===== src/rtl/rhc_pkg.sv =====
package rhc_pkg;

    localparam int PixW = 8;
    localparam int HueW = 15;
    localparam int QuoW = 12;

    localparam logic [HueW-1:0] HUE_GREEN_BASE = 15'd7680;
    localparam logic [HueW-1:0] HUE_BLUE_BASE  = 15'd15360;
    localparam logic [HueW-1:0] HUE_TURN       = 15'd23040;

    typedef enum logic [1:0] {
        BR_RED,
        BR_GREEN,
        BR_BLUE
    } branch_t;

    // one pixel in flight: both divisions share the row of cells
    typedef struct packed {
        branch_t             branch;
        logic                neg;
        logic                gray;
        logic [PixW-1:0]     bright;
        logic [PixW-1:0]     delta;
        logic [PixW-1:0]     rem_hue;
        logic [PixW-1:0]     rem_sat;
        logic [QuoW-1:0]     num_hue;
        logic [QuoW-1:0]     num_sat;
        logic [QuoW-1:0]     q_hue;
        logic [QuoW-1:0]     q_sat;
    } work_t;

endpackage


===== src/rtl/rgb_to_hsv_convert_core.sv =====
// RGB to HSV pixel converter.
// Input channel: s_red, s_green, s_blue with s_valid / s_ready. One result
// item per input item on m_hue (1/64 degree, 0..23039), m_saturation
// (0..255) and m_brightness (largest channel), with m_valid / m_ready.
// The block holds no state between pixels.
// 14 register stages: one for max, min and numerators, a row of 12 divider
// cells (one quotient bit of both the hue and the saturation division per
// cell), one stage for the hue sector offset and output register.
// Throughput: one item per cycle while m_ready is high; all stages advance.
// When m_ready is low the row fills up from the output end, bubbles are
// squeezed out, and s_ready drops only once every stage holds an item.
// Results are never dropped or repeated while stalled.
// Reset (aresetn low at a rising edge of aclk) empties the pipeline; items
// in flight are discarded and the block accepts input on the next cycle.
module rgb_to_hsv_convert_core (
    input  logic        aclk,
    input  logic        aresetn,
    input  logic        s_valid,
    output logic        s_ready,
    input  logic [7:0]  s_red,
    input  logic [7:0]  s_green,
    input  logic [7:0]  s_blue,
    output logic        m_valid,
    input  logic        m_ready,
    output logic [14:0] m_hue,
    output logic [7:0]  m_saturation,
    output logic [7:0]  m_brightness
);

    rhc_pkg::work_t stage_data  [rhc_pkg::QuoW+1];
    logic           stage_valid [rhc_pkg::QuoW+1];
    logic           stage_ready [rhc_pkg::QuoW+1];

    rhc_front u_front (
        .aclk      (aclk),
        .aresetn   (aresetn),
        .in_valid  (s_valid),
        .in_ready  (s_ready),
        .in_red    (s_red),
        .in_green  (s_green),
        .in_blue   (s_blue),
        .out_valid (stage_valid[0]),
        .out_ready (stage_ready[0]),
        .out_data  (stage_data[0])
    );

    for (genvar i = 0; i < rhc_pkg::QuoW; i++) begin : g_cell
        rhc_cell u_cell (
            .aclk      (aclk),
            .aresetn   (aresetn),
            .in_valid  (stage_valid[i]),
            .in_ready  (stage_ready[i]),
            .in_data   (stage_data[i]),
            .out_valid (stage_valid[i+1]),
            .out_ready (stage_ready[i+1]),
            .out_data  (stage_data[i+1])
        );
    end

    rhc_back u_back (
        .aclk           (aclk),
        .aresetn        (aresetn),
        .in_valid       (stage_valid[rhc_pkg::QuoW]),
        .in_ready       (stage_ready[rhc_pkg::QuoW]),
        .in_data        (stage_data[rhc_pkg::QuoW]),
        .out_valid      (m_valid),
        .out_ready      (m_ready),
        .out_hue        (m_hue),
        .out_saturation (m_saturation),
        .out_brightness (m_brightness)
    );

    assert property (@(posedge aclk) disable iff (!aresetn)
        m_valid |-> m_hue < rhc_pkg::HUE_TURN)
        else $error("hue out of range");

    assert property (@(posedge aclk) disable iff (!aresetn)
        m_valid && m_saturation == 8'd0 |-> m_hue == 15'd0)
        else $error("grey item with nonzero hue");

    assert property (@(posedge aclk) disable iff (!aresetn)
        m_valid && m_saturation != 8'd0 |-> m_brightness != 8'd0)
        else $error("saturation without brightness");

    assert property (@(posedge aclk) disable iff (!aresetn)
        !s_ready |-> m_valid && !m_ready)
        else $error("input stalled while output not stalled");

endmodule


===== src/rtl/rhc_front.sv =====
module rhc_front (
    input  logic                      aclk,
    input  logic                      aresetn,
    input  logic                      in_valid,
    output logic                      in_ready,
    input  logic [rhc_pkg::PixW-1:0]  in_red,
    input  logic [rhc_pkg::PixW-1:0]  in_green,
    input  logic [rhc_pkg::PixW-1:0]  in_blue,
    output logic                      out_valid,
    input  logic                      out_ready,
    output rhc_pkg::work_t            out_data
);

    logic                     valid_reg;
    rhc_pkg::work_t           data_reg;
    rhc_pkg::work_t           data_next;
    logic [rhc_pkg::PixW-1:0] mx;
    logic [rhc_pkg::PixW-1:0] mn;
    logic [rhc_pkg::PixW-1:0] dlt;
    logic [rhc_pkg::PixW-1:0] op_a;
    logic [rhc_pkg::PixW-1:0] op_b;
    logic [rhc_pkg::PixW-1:0] mag;
    logic [19:0]              num_hue;
    logic [19:0]              num_sat;
    rhc_pkg::branch_t         br;

    assign in_ready  = !valid_reg || out_ready;
    assign out_valid = valid_reg;
    assign out_data  = data_reg;

    always_comb begin
        mx = in_red;
        if (in_green > mx) mx = in_green;
        if (in_blue > mx)  mx = in_blue;
        mn = in_red;
        if (in_green < mn) mn = in_green;
        if (in_blue < mn)  mn = in_blue;
        dlt = mx - mn;

        if (in_red == mx) begin
            br   = rhc_pkg::BR_RED;
            op_a = in_green;
            op_b = in_blue;
        end else if (in_green == mx) begin
            br   = rhc_pkg::BR_GREEN;
            op_a = in_blue;
            op_b = in_red;
        end else begin
            br   = rhc_pkg::BR_BLUE;
            op_a = in_red;
            op_b = in_green;
        end
        mag = (op_a >= op_b) ? (op_a - op_b) : (op_b - op_a);

        // 3840 * mag and 255 * delta by shift and subtract
        num_hue = {mag, 12'd0} - {4'd0, mag, 8'd0};
        num_sat = {4'd0, dlt, 8'd0} - {12'd0, dlt};

        data_next         = '0;
        data_next.branch  = br;
        data_next.neg     = op_a < op_b;
        data_next.gray    = dlt == '0;
        data_next.bright  = mx;
        data_next.delta   = dlt;
        data_next.rem_hue = num_hue[19:12];
        data_next.rem_sat = num_sat[19:12];
        data_next.num_hue = num_hue[11:0];
        data_next.num_sat = num_sat[11:0];
    end

    always_ff @(posedge aclk) begin
        if (!aresetn) begin
            valid_reg <= 1'b0;
        end else if (in_ready) begin
            valid_reg <= in_valid;
        end
        if (in_valid && in_ready) begin
            data_reg <= data_next;
        end
    end

endmodule


===== src/rtl/rhc_cell.sv =====
module rhc_cell (
    input  logic            aclk,
    input  logic            aresetn,
    input  logic            in_valid,
    output logic            in_ready,
    input  rhc_pkg::work_t  in_data,
    output logic            out_valid,
    input  logic            out_ready,
    output rhc_pkg::work_t  out_data
);

    logic                   valid_reg;
    rhc_pkg::work_t         data_reg;
    rhc_pkg::work_t         data_next;
    logic [rhc_pkg::PixW:0] trial_hue;
    logic [rhc_pkg::PixW:0] trial_sat;
    logic                   bit_hue;
    logic                   bit_sat;

    assign in_ready  = !valid_reg || out_ready;
    assign out_valid = valid_reg;
    assign out_data  = data_reg;

    // one restoring step of each division
    always_comb begin
        trial_hue = {in_data.rem_hue, in_data.num_hue[rhc_pkg::QuoW-1]};
        trial_sat = {in_data.rem_sat, in_data.num_sat[rhc_pkg::QuoW-1]};
        bit_hue   = trial_hue >= {1'b0, in_data.delta};
        bit_sat   = trial_sat >= {1'b0, in_data.bright};

        data_next         = in_data;
        data_next.rem_hue = bit_hue ? rhc_pkg::PixW'(trial_hue - {1'b0, in_data.delta})
                                    : trial_hue[rhc_pkg::PixW-1:0];
        data_next.rem_sat = bit_sat ? rhc_pkg::PixW'(trial_sat - {1'b0, in_data.bright})
                                    : trial_sat[rhc_pkg::PixW-1:0];
        data_next.num_hue = {in_data.num_hue[rhc_pkg::QuoW-2:0], 1'b0};
        data_next.num_sat = {in_data.num_sat[rhc_pkg::QuoW-2:0], 1'b0};
        data_next.q_hue   = {in_data.q_hue[rhc_pkg::QuoW-2:0], bit_hue};
        data_next.q_sat   = {in_data.q_sat[rhc_pkg::QuoW-2:0], bit_sat};
    end

    always_ff @(posedge aclk) begin
        if (!aresetn) begin
            valid_reg <= 1'b0;
        end else if (in_ready) begin
            valid_reg <= in_valid;
        end
        if (in_valid && in_ready) begin
            data_reg <= data_next;
        end
    end

endmodule


===== src/rtl/rhc_back.sv =====
module rhc_back (
    input  logic                      aclk,
    input  logic                      aresetn,
    input  logic                      in_valid,
    output logic                      in_ready,
    input  rhc_pkg::work_t            in_data,
    output logic                      out_valid,
    input  logic                      out_ready,
    output logic [rhc_pkg::HueW-1:0]  out_hue,
    output logic [rhc_pkg::PixW-1:0]  out_saturation,
    output logic [rhc_pkg::PixW-1:0]  out_brightness
);

    logic                     valid_reg;
    logic [rhc_pkg::HueW-1:0] hue_reg;
    logic [rhc_pkg::PixW-1:0] sat_reg;
    logic [rhc_pkg::PixW-1:0] bright_reg;
    logic [rhc_pkg::HueW-1:0] hue_next;
    logic [rhc_pkg::HueW-1:0] qx;

    assign in_ready       = !valid_reg || out_ready;
    assign out_valid      = valid_reg;
    assign out_hue        = hue_reg;
    assign out_saturation = sat_reg;
    assign out_brightness = bright_reg;

    always_comb begin
        qx = rhc_pkg::HueW'(in_data.q_hue);
        case (in_data.branch)
            rhc_pkg::BR_RED: begin
                // negative red sector wraps round the full turn; minus zero stays zero
                if (in_data.neg && qx != '0) hue_next = rhc_pkg::HUE_TURN - qx;
                else                         hue_next = qx;
            end
            rhc_pkg::BR_GREEN: begin
                hue_next = in_data.neg ? rhc_pkg::HUE_GREEN_BASE - qx
                                       : rhc_pkg::HUE_GREEN_BASE + qx;
            end
            rhc_pkg::BR_BLUE: begin
                hue_next = in_data.neg ? rhc_pkg::HUE_BLUE_BASE - qx
                                       : rhc_pkg::HUE_BLUE_BASE + qx;
            end
            default: hue_next = '0;
        endcase
        if (in_data.gray) hue_next = '0;
    end

    always_ff @(posedge aclk) begin
        if (!aresetn) begin
            valid_reg <= 1'b0;
        end else if (in_ready) begin
            valid_reg <= in_valid;
        end
        if (in_valid && in_ready) begin
            hue_reg    <= hue_next;
            sat_reg    <= in_data.gray ? '0 : in_data.q_sat[rhc_pkg::PixW-1:0];
            bright_reg <= in_data.bright;
        end
    end

endmodule

===== config.mk =====
export PLATFORM = sky130hd
export DESIGN_NAME = rgb_to_hsv_convert_core
export DESIGN_NICKNAME = d
export VERILOG_FILES = /design/src/rtl/rhc_pkg.sv /design/src/rtl/rgb_to_hsv_convert_core.sv /design/src/rtl/rhc_front.sv /design/src/rtl/rhc_cell.sv /design/src/rtl/rhc_back.sv
export SDC_FILE = /design/constraint.sdc
export NUM_CORES = 1
export LEC_CHECK = 0
export BUFFER_PORTS_ARGS = -buffer_cell sky130_fd_sc_hd__buf_2
export CORE_ASPECT_RATIO = 1.75
export CORE_MARGIN = 2
export CORE_UTILIZATION = 60
export CTS_BUF_LIST = sky130_fd_sc_hd__clkbuf_4 sky130_fd_sc_hd__clkbuf_8
export DETAILED_ROUTE_END_ITERATION = 10
export GPL_TIMING_DRIVEN = 0
export PLACE_DENSITY = 0.82
export SYNTH_ARGS = -nofsm -noshare
export SYNTH_HDL_FRONTEND = slang
export SYNTH_SLANG_ARGS = --single-unit

===== constraint.sdc =====
create_clock -name aclk -period 22.1 [get_ports aclk]
set_input_delay 6.63 -clock aclk [delete_from_list [all_inputs] [get_ports aclk]]
set_output_delay 6.63 -clock aclk [all_outputs]
set_load 0.05 [all_outputs]

# Word-level counts from Yosys, hierarchy flattened
# Cells that the tools add are included.
[classes]
n_addsub = 32
magnitude_cmp = 30
n_eq_ne = 4
n_mux = 36
reduce_logical = 46
[op_table]
columns = ["cell", "n"]
rows = [
  ["$mux W8", 31],
  ["$ge A9 B8 Y1", 24],
  ["$sub A8 B8 Y8", 25],
  ["$mux W15", 3],
  ["$pmux W15 S3", 1],
  ["$lt A8 B8 Y1", 3],
  ["$sub A20 B16 Y20", 1],
  ["$sub A16 B8 Y17", 1],
  ["$eq A8 B8 Y1", 2],
  ["$gt A8 B8 Y1", 2],
  ["$add A14 B12 Y15 const A", 1],
  ["$logic_and A1 B1 Y1", 15],
  ["$sub A14 B12 Y15 const A", 1],
  ["$sub A15 B12 Y15 const A", 1],
  ["$add A13 B12 Y14 const A", 1],
  ["$logic_not A1 Y1", 14],
  ["$logic_or A1 B1 Y1", 14],
  ["$sub A13 B12 Y14 const A", 1],
  ["$reduce_bool A12 Y1", 1],
  ["$ge A8 B8 Y1", 1],
  ["$logic_not A8 Y1", 1],
  ["$eq A2 B1 Y1 const B", 1],
  ["$eq A2 B2 Y1 const B", 1],
  ["$logic_not A2 Y1", 1],
  ["$mux W2", 1],
]
[word_totals]
register_bits = 756

# Logic depth before layout (Yosys ltp)
# Gate-level depths: netlist (run 1).
[logic_depth]
ltp_word = 16
mapped_depth = 38

# Cells and area by module
# A second synthesis (run 1) with hierarchy kept.
[hier_totals]
hier_cells = 3354
hier_area_um2 = 49517.5
[modules_own_cells]
columns = ["module", "n_inst", "cells_each", "area_each_um2", "seq_area_each_um2"]
rows = [
  ["rhc_cell (g_cell[11].u_cell ...)", 8, 221, 3543.4, 2482.4],
  ["rhc_cell (g_cell[0].u_cell ...)", 3, 216, 3523.4, 2482.4],
  ["rhc_front", 1, 550, 5221.3, 1461.4],
  ["rhc_cell (g_cell[10].u_cell)", 1, 209, 3455.8, 2482.4],
  ["rhc_back", 1, 179, 1923.1, 950.9],
]

# Worst setup path before layout (run 1)
# OpenSTA, ideal clock, no wires.
[synth_path]
path_kind = "input-to-output"
start = "input port m_ready"
end = "output port s_ready"
arrival_time_ps = 8493
required_time_ps = 15470
slack_ps = 6977
path_stages = 9
path_cell_list = "nor2b_1 -> nand3_1 -> nor2_1 -> and3_1 -> and3_1 -> and2_1 -> and3_1 -> clkbuf_1 -> nand3_1"
[synth_via]
elab_chain_cells = 14
[synth_rtl]
columns = ["element", "line", "text"]
rows = [
  ["start: declaration", "rgb_to_hsv_convert_core.sv:24", "input logic m_ready,"],
  ["$logic_or A1 B1 Y1", "rhc_back.sv:21", "assign in_ready = !valid_reg || out_ready;"],
  ["$logic_or A1 B1 Y1 (12 in series)", "rhc_cell.sv:20", "assign in_ready = !valid_reg || out_ready;"],
  ["$logic_or A1 B1 Y1", "rhc_front.sv:27", "assign in_ready = !valid_reg || out_ready;"],
  ["end: declaration", "rgb_to_hsv_convert_core.sv:19", "output logic s_ready,"],
]
# Every way passes these cells.

# Final worst setup path (run 1)
# Ends and elaborated chain as after synthesis.

==> results of run 1 <==
## layout by cell type (no fill, tap or decap), drive strengths merged, types with 21 or more instances in the layout
cell type,count
a311oi,22
o31ai,45
nor2,181
a21oi,142
and3,26
ha,255
a21o,32
mux2i,32
clkbuf,164
buf,84
inv,376
o21bai,21
nor3,23
fa,25
xnor2,50
mux2,28
clkinv,25
nor2b,55
o21ai,224
nand3,25
nand2,210
edfxtp,662
xor2,61
nand4,44
a21boi,54
## sequential cells by signal, indices dropped and copies added (netlist names)
| name | cells |
|---|---|
| u_back.out_brightness | 8 |
| u_front.out_valid | 1 |
| u_back.out_saturation | 8 |
| u_back.out_hue | 15 |
| g_cell.u_cell.out_valid | 12 |
| u_back.out_valid | 1 |
| g_cell.u_cell.out_data | 583 |
| u_front.out_data | 48 |
## worst max-delay path: stages
cell and delay, ps:
buf_2 100, nor2b_1 480, nand3_1 140, nor2_1 280, and3_1 400, and3_1 300
and2_1 340, and3_1 200, clkbuf_1 390, nand3_1 150, buf_2 240
## cell type report
cell class | count | area [sq um] | share of cell area (%)
Timing Repair Buffer | 72 | 556 | 1.49
Antenna cell | 1 | 2.50 | 0.00673
Clock inverter | 39 | 379 | 1.02
Sequential cell | 676 | 20200 | 54.2
Inverter | 373 | 1400 | 3.77
Tap cell | 702 | 878 | 2.36
Buffer | 56 | 241 | 0.650
Clock buffer | 120 | 1480 | 3.99
Multi-Input combinational cell | 1677 | 12100 | 32.5
## layer usage
metal  share of wire (%)  vias to the layer above  wire (um)
met1                  29                    10258      19900
met3                 3.3                      295       2240
met2                  60                      598      40900
li1                    -                    10309          -
met5                   0                        -          0
met4                 8.0                        0       5470
## final timing paths
kind	end	cells past startpoint	start	slack, ps
min reg2reg	g_cell[4].u_cell.out_data[80]	0	g_cell[3].u_cell.out_data[80]	410
max reg2reg	u_back.out_hue[3]	12	g_cell[11].u_cell.out_data[12]	18290
min	g_cell[4].u_cell.out_data[80]	0	g_cell[3].u_cell.out_data[80]	410
max	s_ready	11	m_ready	5830
## synthesized netlist by cell type (all sizes together), types with 2 or more instances
cell    count  area (sq um)
xor2       61           534
edfxtp    662         19900
buf        12          75.1
fa         25           500
inv       373          1400
a211oi      5          42.5
clkbuf     44           166
nor3b       3          33.8
nand2     210           788
a221oi      6          52.6
xnor2      50           464
a21oi     142           714
a32oi       2          17.5
nor2b      55           344
a21o       32           240
o21ai     224          1120
ha        255          3190
a211o       2          18.8
o22ai       5          31.3
o211ai     11          82.6
a31oi       4          25.0
mux2i      32           320
or3        16           105
o211a       3          30.0
nand3      25           125
nor3       23           115
or4         4          37.5
o21bai     21           158
and2        7          43.8
and4        2          17.5
a21boi     54           405
nand2b     16           100
nor2      181           679
o31ai      45           338
or2         4          25.0
nand4      44           297
and3       26           168
o21a       15           113
mux2       28           315
a22oi       2          15.0
dfxtp      14           280
nor4        2          12.5
a311oi     22           193
## kinds of logic after synthesis
kind of cell / Yosys count
AO/OA/AOI/OAI: 603
XOR/XNOR: 111
adder cells (fa/ha/maj): 280
buffers and inverters: 429
flip-flops: 676
multiplexers: 60
other: 1
AND/OR/NAND/NOR: 622
## stage by stage
step / hold slack [ps] / utilization [%]
2_1_floorplan: 400 / -
3_3_place_gp: 400 / 62.4
3_5_place_dp: 405 / 63.1
4_1_cts: 411 / 66.4
5_1_grt: 411 / 66.4
6_report: 411 / 66.4
## where the power goes
part           internal, uW  leakage [uW]  total [uW]  switching, uW
clock network           521      0.000974         966            445
logic                   274       0.00754         694            420
registers              1520       0.00607        1560           37.8
total                  2310        0.0146        3220            903
==> results.md, run 1 <==
- Run status: finished, final reports clean
- Rel. slew slack: between 30% and 40%
- Worst-path clk slew: about 60 ps
- Design area: 0.0372 sq mm
- Setup Crit Path Kind: in2out
- Type of the worst min-delay path: reg2reg
- Post-synthesis adder-cell area fraction: a little over a tenth
- Die span in x: 183 um
- Net Count, Synth: 3090
- Vias per inst: 5.78
- Std-Cell Rows: 115
- First-pass GRT wire length: 109000 um
- GR Util met1: between 10% and 20%
- Routing usage on met2: roughly half
- Yosys reg bits: 676
- Post-synthesis simple-gate area fraction: under 10%
- Post-CTS sizing: 0
- CTS sink cnt: 676
- Synth warn: 0
- Initial DRC Count: roughly 1100
- Largest family of logic cells by synthesized area: adder cells
- Crit path time final: approximately 16000 ps
- Crit-path max FO: 6
- CTS tree: done
- Async set-reset flop share out of synthesis: 0%
- Drt drc: 0
- Synth Area in XOR/XNOR: 2.96%
- Post-synth EDFFs: 662
- Total power: between 3000 and 4000 uW
- Setup WS post-layout: around 6000 ps
- Placer congestion estimate: 0.976
- Final #Nets: 3253
- Place WS: 5850 ps
- Synth Area in Compound Gates: between 10 and 15%
- Final Non-Filler Cells: 3716
- Fillers: ~3800
- Routing usage on met3: roughly 3.3%
- RSZ-0062 raised after global routing: false
- Port Buffer Count: 59
- Slew @ Worst Pin: 1010 ps
- Mapped Area: 0.0337 sq mm
- Vert. Die Dim: 318 um
- Setup Viol. Count Final: 0
- Fin. Hold Viols: 0
- Wire length per cell: 18.4 um
- Area of placed instances: roughly 0.035 sq mm
- Antenna violations before repair: 1
- Clock Skew: approximately 35 ps
- Largest net degree at the start of global routing: 39
- Pwr/cell area: 86.5 mW/mm^2
- TNS Setup: 0 ps
- Post-synthesis sequential area ratio: 59.8%
- Hold_buf cts: 0
- Via Count: 21460
- Root Driver: clkbuf_8
- Peak Freq: 61.5 MHz
- Top-Level Pins: 61
- WL final: 68500 um
- Clock buffer depth: 3
- Clock latency on the worst-skew pair: approximately 670 ps
- Hpwl dp: 52900 um
- Pre-Repair DR Iteration Count: 5
- Initial Util: 60.3%
- Total gr overflow: 0
- Core area: ~0.056 sq mm
- Syn Inst Count: roughly 2800
- Cell variety after synth: 75
- Number of CTS-inserted buffers: 89
- Area growth, synth to finish: 10.2%
- Vias in the first global route: 23158
- CP required: 15470 ps
- Leakage: around 0.015 uW
- Post-CTS Setup Bufs: 0
- CP Launch Type: input port
- Max Cap Viol: 0
- Fin. max-slew vios: 0
- Crit end category: output pin
- Critical path arrival: about 9600 ps
- Total GRT Usage: 23.7%
- Dpl cells: approximately 3600
- Synthesized area per cell: 12.1 sq um
- Share of layout cells above drive strength 1: 9.16%
- Post-DRT Antenna Nets: 0
- Period utilization: between 70 and 80%
- H-tree depth: 3
- Multiplexer share of the synthesized area: under 10%
- GR peak layer: met2
- Peak VDD IR: 0.0778 mV
- Area of the die: approximately 0.058 sq mm
- Ys flop type: edfxtp_1
Power figures use the tool's default switching activity.
==> inputs of run 2 (changes only) <==
CORE_UTILIZATION = 59   (was 60)
PLACE_DENSITY = 0.84   (was 0.82)
clock period = 14.3 ns   (was 22.1 ns; I/O delays follow)
==> run 2 against run 1 <==
  * Final area grew 0.37%
  * Sequential share of layout area down 0.20 points
  * Global-route usage fell by 0.37 points
  * Highest routed layer unchanged
==> results.md, run 2 (synthesized netlist as in run 1, its figures left out) <==
- Port Buffer Count: 59 (unchanged)
- WL final: 68000 um (-0.71%)
- Crit end category: register
- Pre-Repair DR Iteration Count: 8 (+3)
- Post-DRT Antenna Nets: 0 (unchanged)
- Rel. slew slack: 16.9% (-14 points)
- TNS Setup: 0 ps (unchanged)
- Critical path arrival: 13810 ps (+4170 ps)
- Crit-path max FO: 10 (+4)
- CTS sink cnt: 676 (unchanged)
- CP dominant cell by count: ha_1
- Largest net degree at the start of global routing: 40 (+2.6%)
- Area of the die: 0.0592 sq mm (+1.7%)
- CTS tree: done
- Setup Crit Path Kind: in2reg
- Share of layout cells above drive strength 1: 9.21% (+0.045 points)
- Clock Skew: 42.4 ps (+7.28 ps)
- Crit path time final: ~13000 ps
- WP buf/inv: 7 (+4)
- First-pass GRT wire length: 109000 um (about the same)
- Post-CTS sizing: 0 (unchanged)
- Die span in x: 185 um (+0.83%)
- Peak VDD IR: 0.108 mV (+38%)
- Hpwl dp: 52100 um (-1.5%)
- Clock buffer depth: 3 (unchanged)
- Leakage: 0.0146 uW (+0.31%)
- Pwr/cell area: 134 mW/mm^2 (+55%)
- Type of the worst min-delay path: reg2reg
- Vias in the first global route: 23452 (+1.3%)
- Period utilization: 93.7%
- Post-CTS Setup Bufs: 0 (unchanged)
- Max reg flops: 583 (unchanged)
- CP required: 14710 ps (-760 ps)
- Drt drc: 0 (unchanged)
- Most frequent cells in the layout: edfxtp_1, inv_1, ha_1
- Fin. max-slew vios: 0 (unchanged)
- CP max stage delay: 610 ps (+130 ps)
- CP max stage cell: mux2i_1
- Final #Nets: 3254 (+0.031%)
- Antenna violations before repair: 1 (unchanged)
- Run status: finished, final reports clean
- Vias per inst: 5.72 (-0.90%)
- Clock latency on the worst-skew pair: 690 ps (+20 ps)
- Slew @ Worst Pin: 1240 ps (+226 ps)
- Wire length per cell: 18.0 um (-2.6%)
- Hold slack: 401 ps (-9.94 ps)
- Number of CTS-inserted buffers: 90 (+1.1%)
- Placer congestion estimate: 0.916 (-6.2%)
- CP top delay family: compound AO/OA/AOI/OAI gates
- Hold_buf cts: 0 (unchanged)
- Core area: 0.0569 sq mm (+1.6%)
- Total GRT Usage: 23.4% (-0.37 points)
- Total gr overflow: 0 (unchanged)
- Initial DRC Count: 1183 (+6.7%)
- Area growth, synth to finish: 10.6%
- Std-Cell Rows: 116 (+0.87%)
- Root Driver: clkbuf_8
- Initial Util: 59.3% (-0.98 points)
- Max Cap Viol: 0 (unchanged)
- Peak Freq: 74.6 MHz
- RSZ-0062 raised after global routing: false
- Top-Level Pins: 61 (unchanged)
- CP Launch Type: input port
- Setup Viol. Count Final: 0 (unchanged)
- H-tree depth: 3 (unchanged)
- Fin. Hold Viols: 0 (unchanged)
- Worst-path clk slew: 70 ps (about the same)
- Vert. Die Dim: 320 um (+0.83%)
- Commonest non-fill, non-tap cell in the layout: edfxtp_1
- Via Count: 21680 (+1.0%)
==> run 2: cell count changes in the layout (fill, tap and decap cells not counted), sizes merged <==
cell and delta:
bufinv +1, clkbuf -6, clkinv +16, clkinvlp -4
==> run 2: report_power, final <==
group | switching [uW] | total, uW | internal (uW) | leakage, uW
registers | 57.1 | 2400 | 2350 | 0.00607
logic | 662 | 1090 | 424 | 0.00754
clock network | 704 | 1520 | 817 | 0.00102
==> run 2: metal layers <==
metal	routed length (um)	global-route usage, %	share of wire [%]	vias to the layer above
met5	0	0	0	-
met4	4960	17.1	7.3	0
met3	2320	3.36	3.4	285
li1	-	-	-	10333
met2	41000	49.5	60	670
met1	19800	17.6	29	10392
==> run 2: final cells by class <==
class	instances	area, sq um
flip-flops and latches	676	20200
fillers	3921	19600
multi-input cells	1677	12100
clock buffers	114	1440
inverters	373	1400
well taps	767	960
repair buffers	72	556
clock inverters	52	475
plain buffers	56	241
diodes	1	2.50
==> run 2: final timing paths <==
kind,from,to,slack (ps),cells after the start
max,s_red[1],u_front.out_data[62],900,35
min,g_cell[5].u_cell.out_data[14],g_cell[6].u_cell.out_data[15],400,0
max reg2reg,u_front.out_data[48],g_cell[0].u_cell.out_data[48],10430,11
min reg2reg,g_cell[5].u_cell.out_data[14],g_cell[6].u_cell.out_data[15],400,0
==> run 2: through the flow <==
step	total power (uW)	setup slack, ps	instances	cell area (sq um)	util, %
detailed placement	3510	440	3621	35400	62.2
floorplan	3220	2450	2782	33700	-
finish	5010	897	3788	37300	65.6
global placement	3450	659	3608	35000	61.5
CTS	5030	1170	3787	37300	65.6
global route	5230	352	3788	37300	65.6
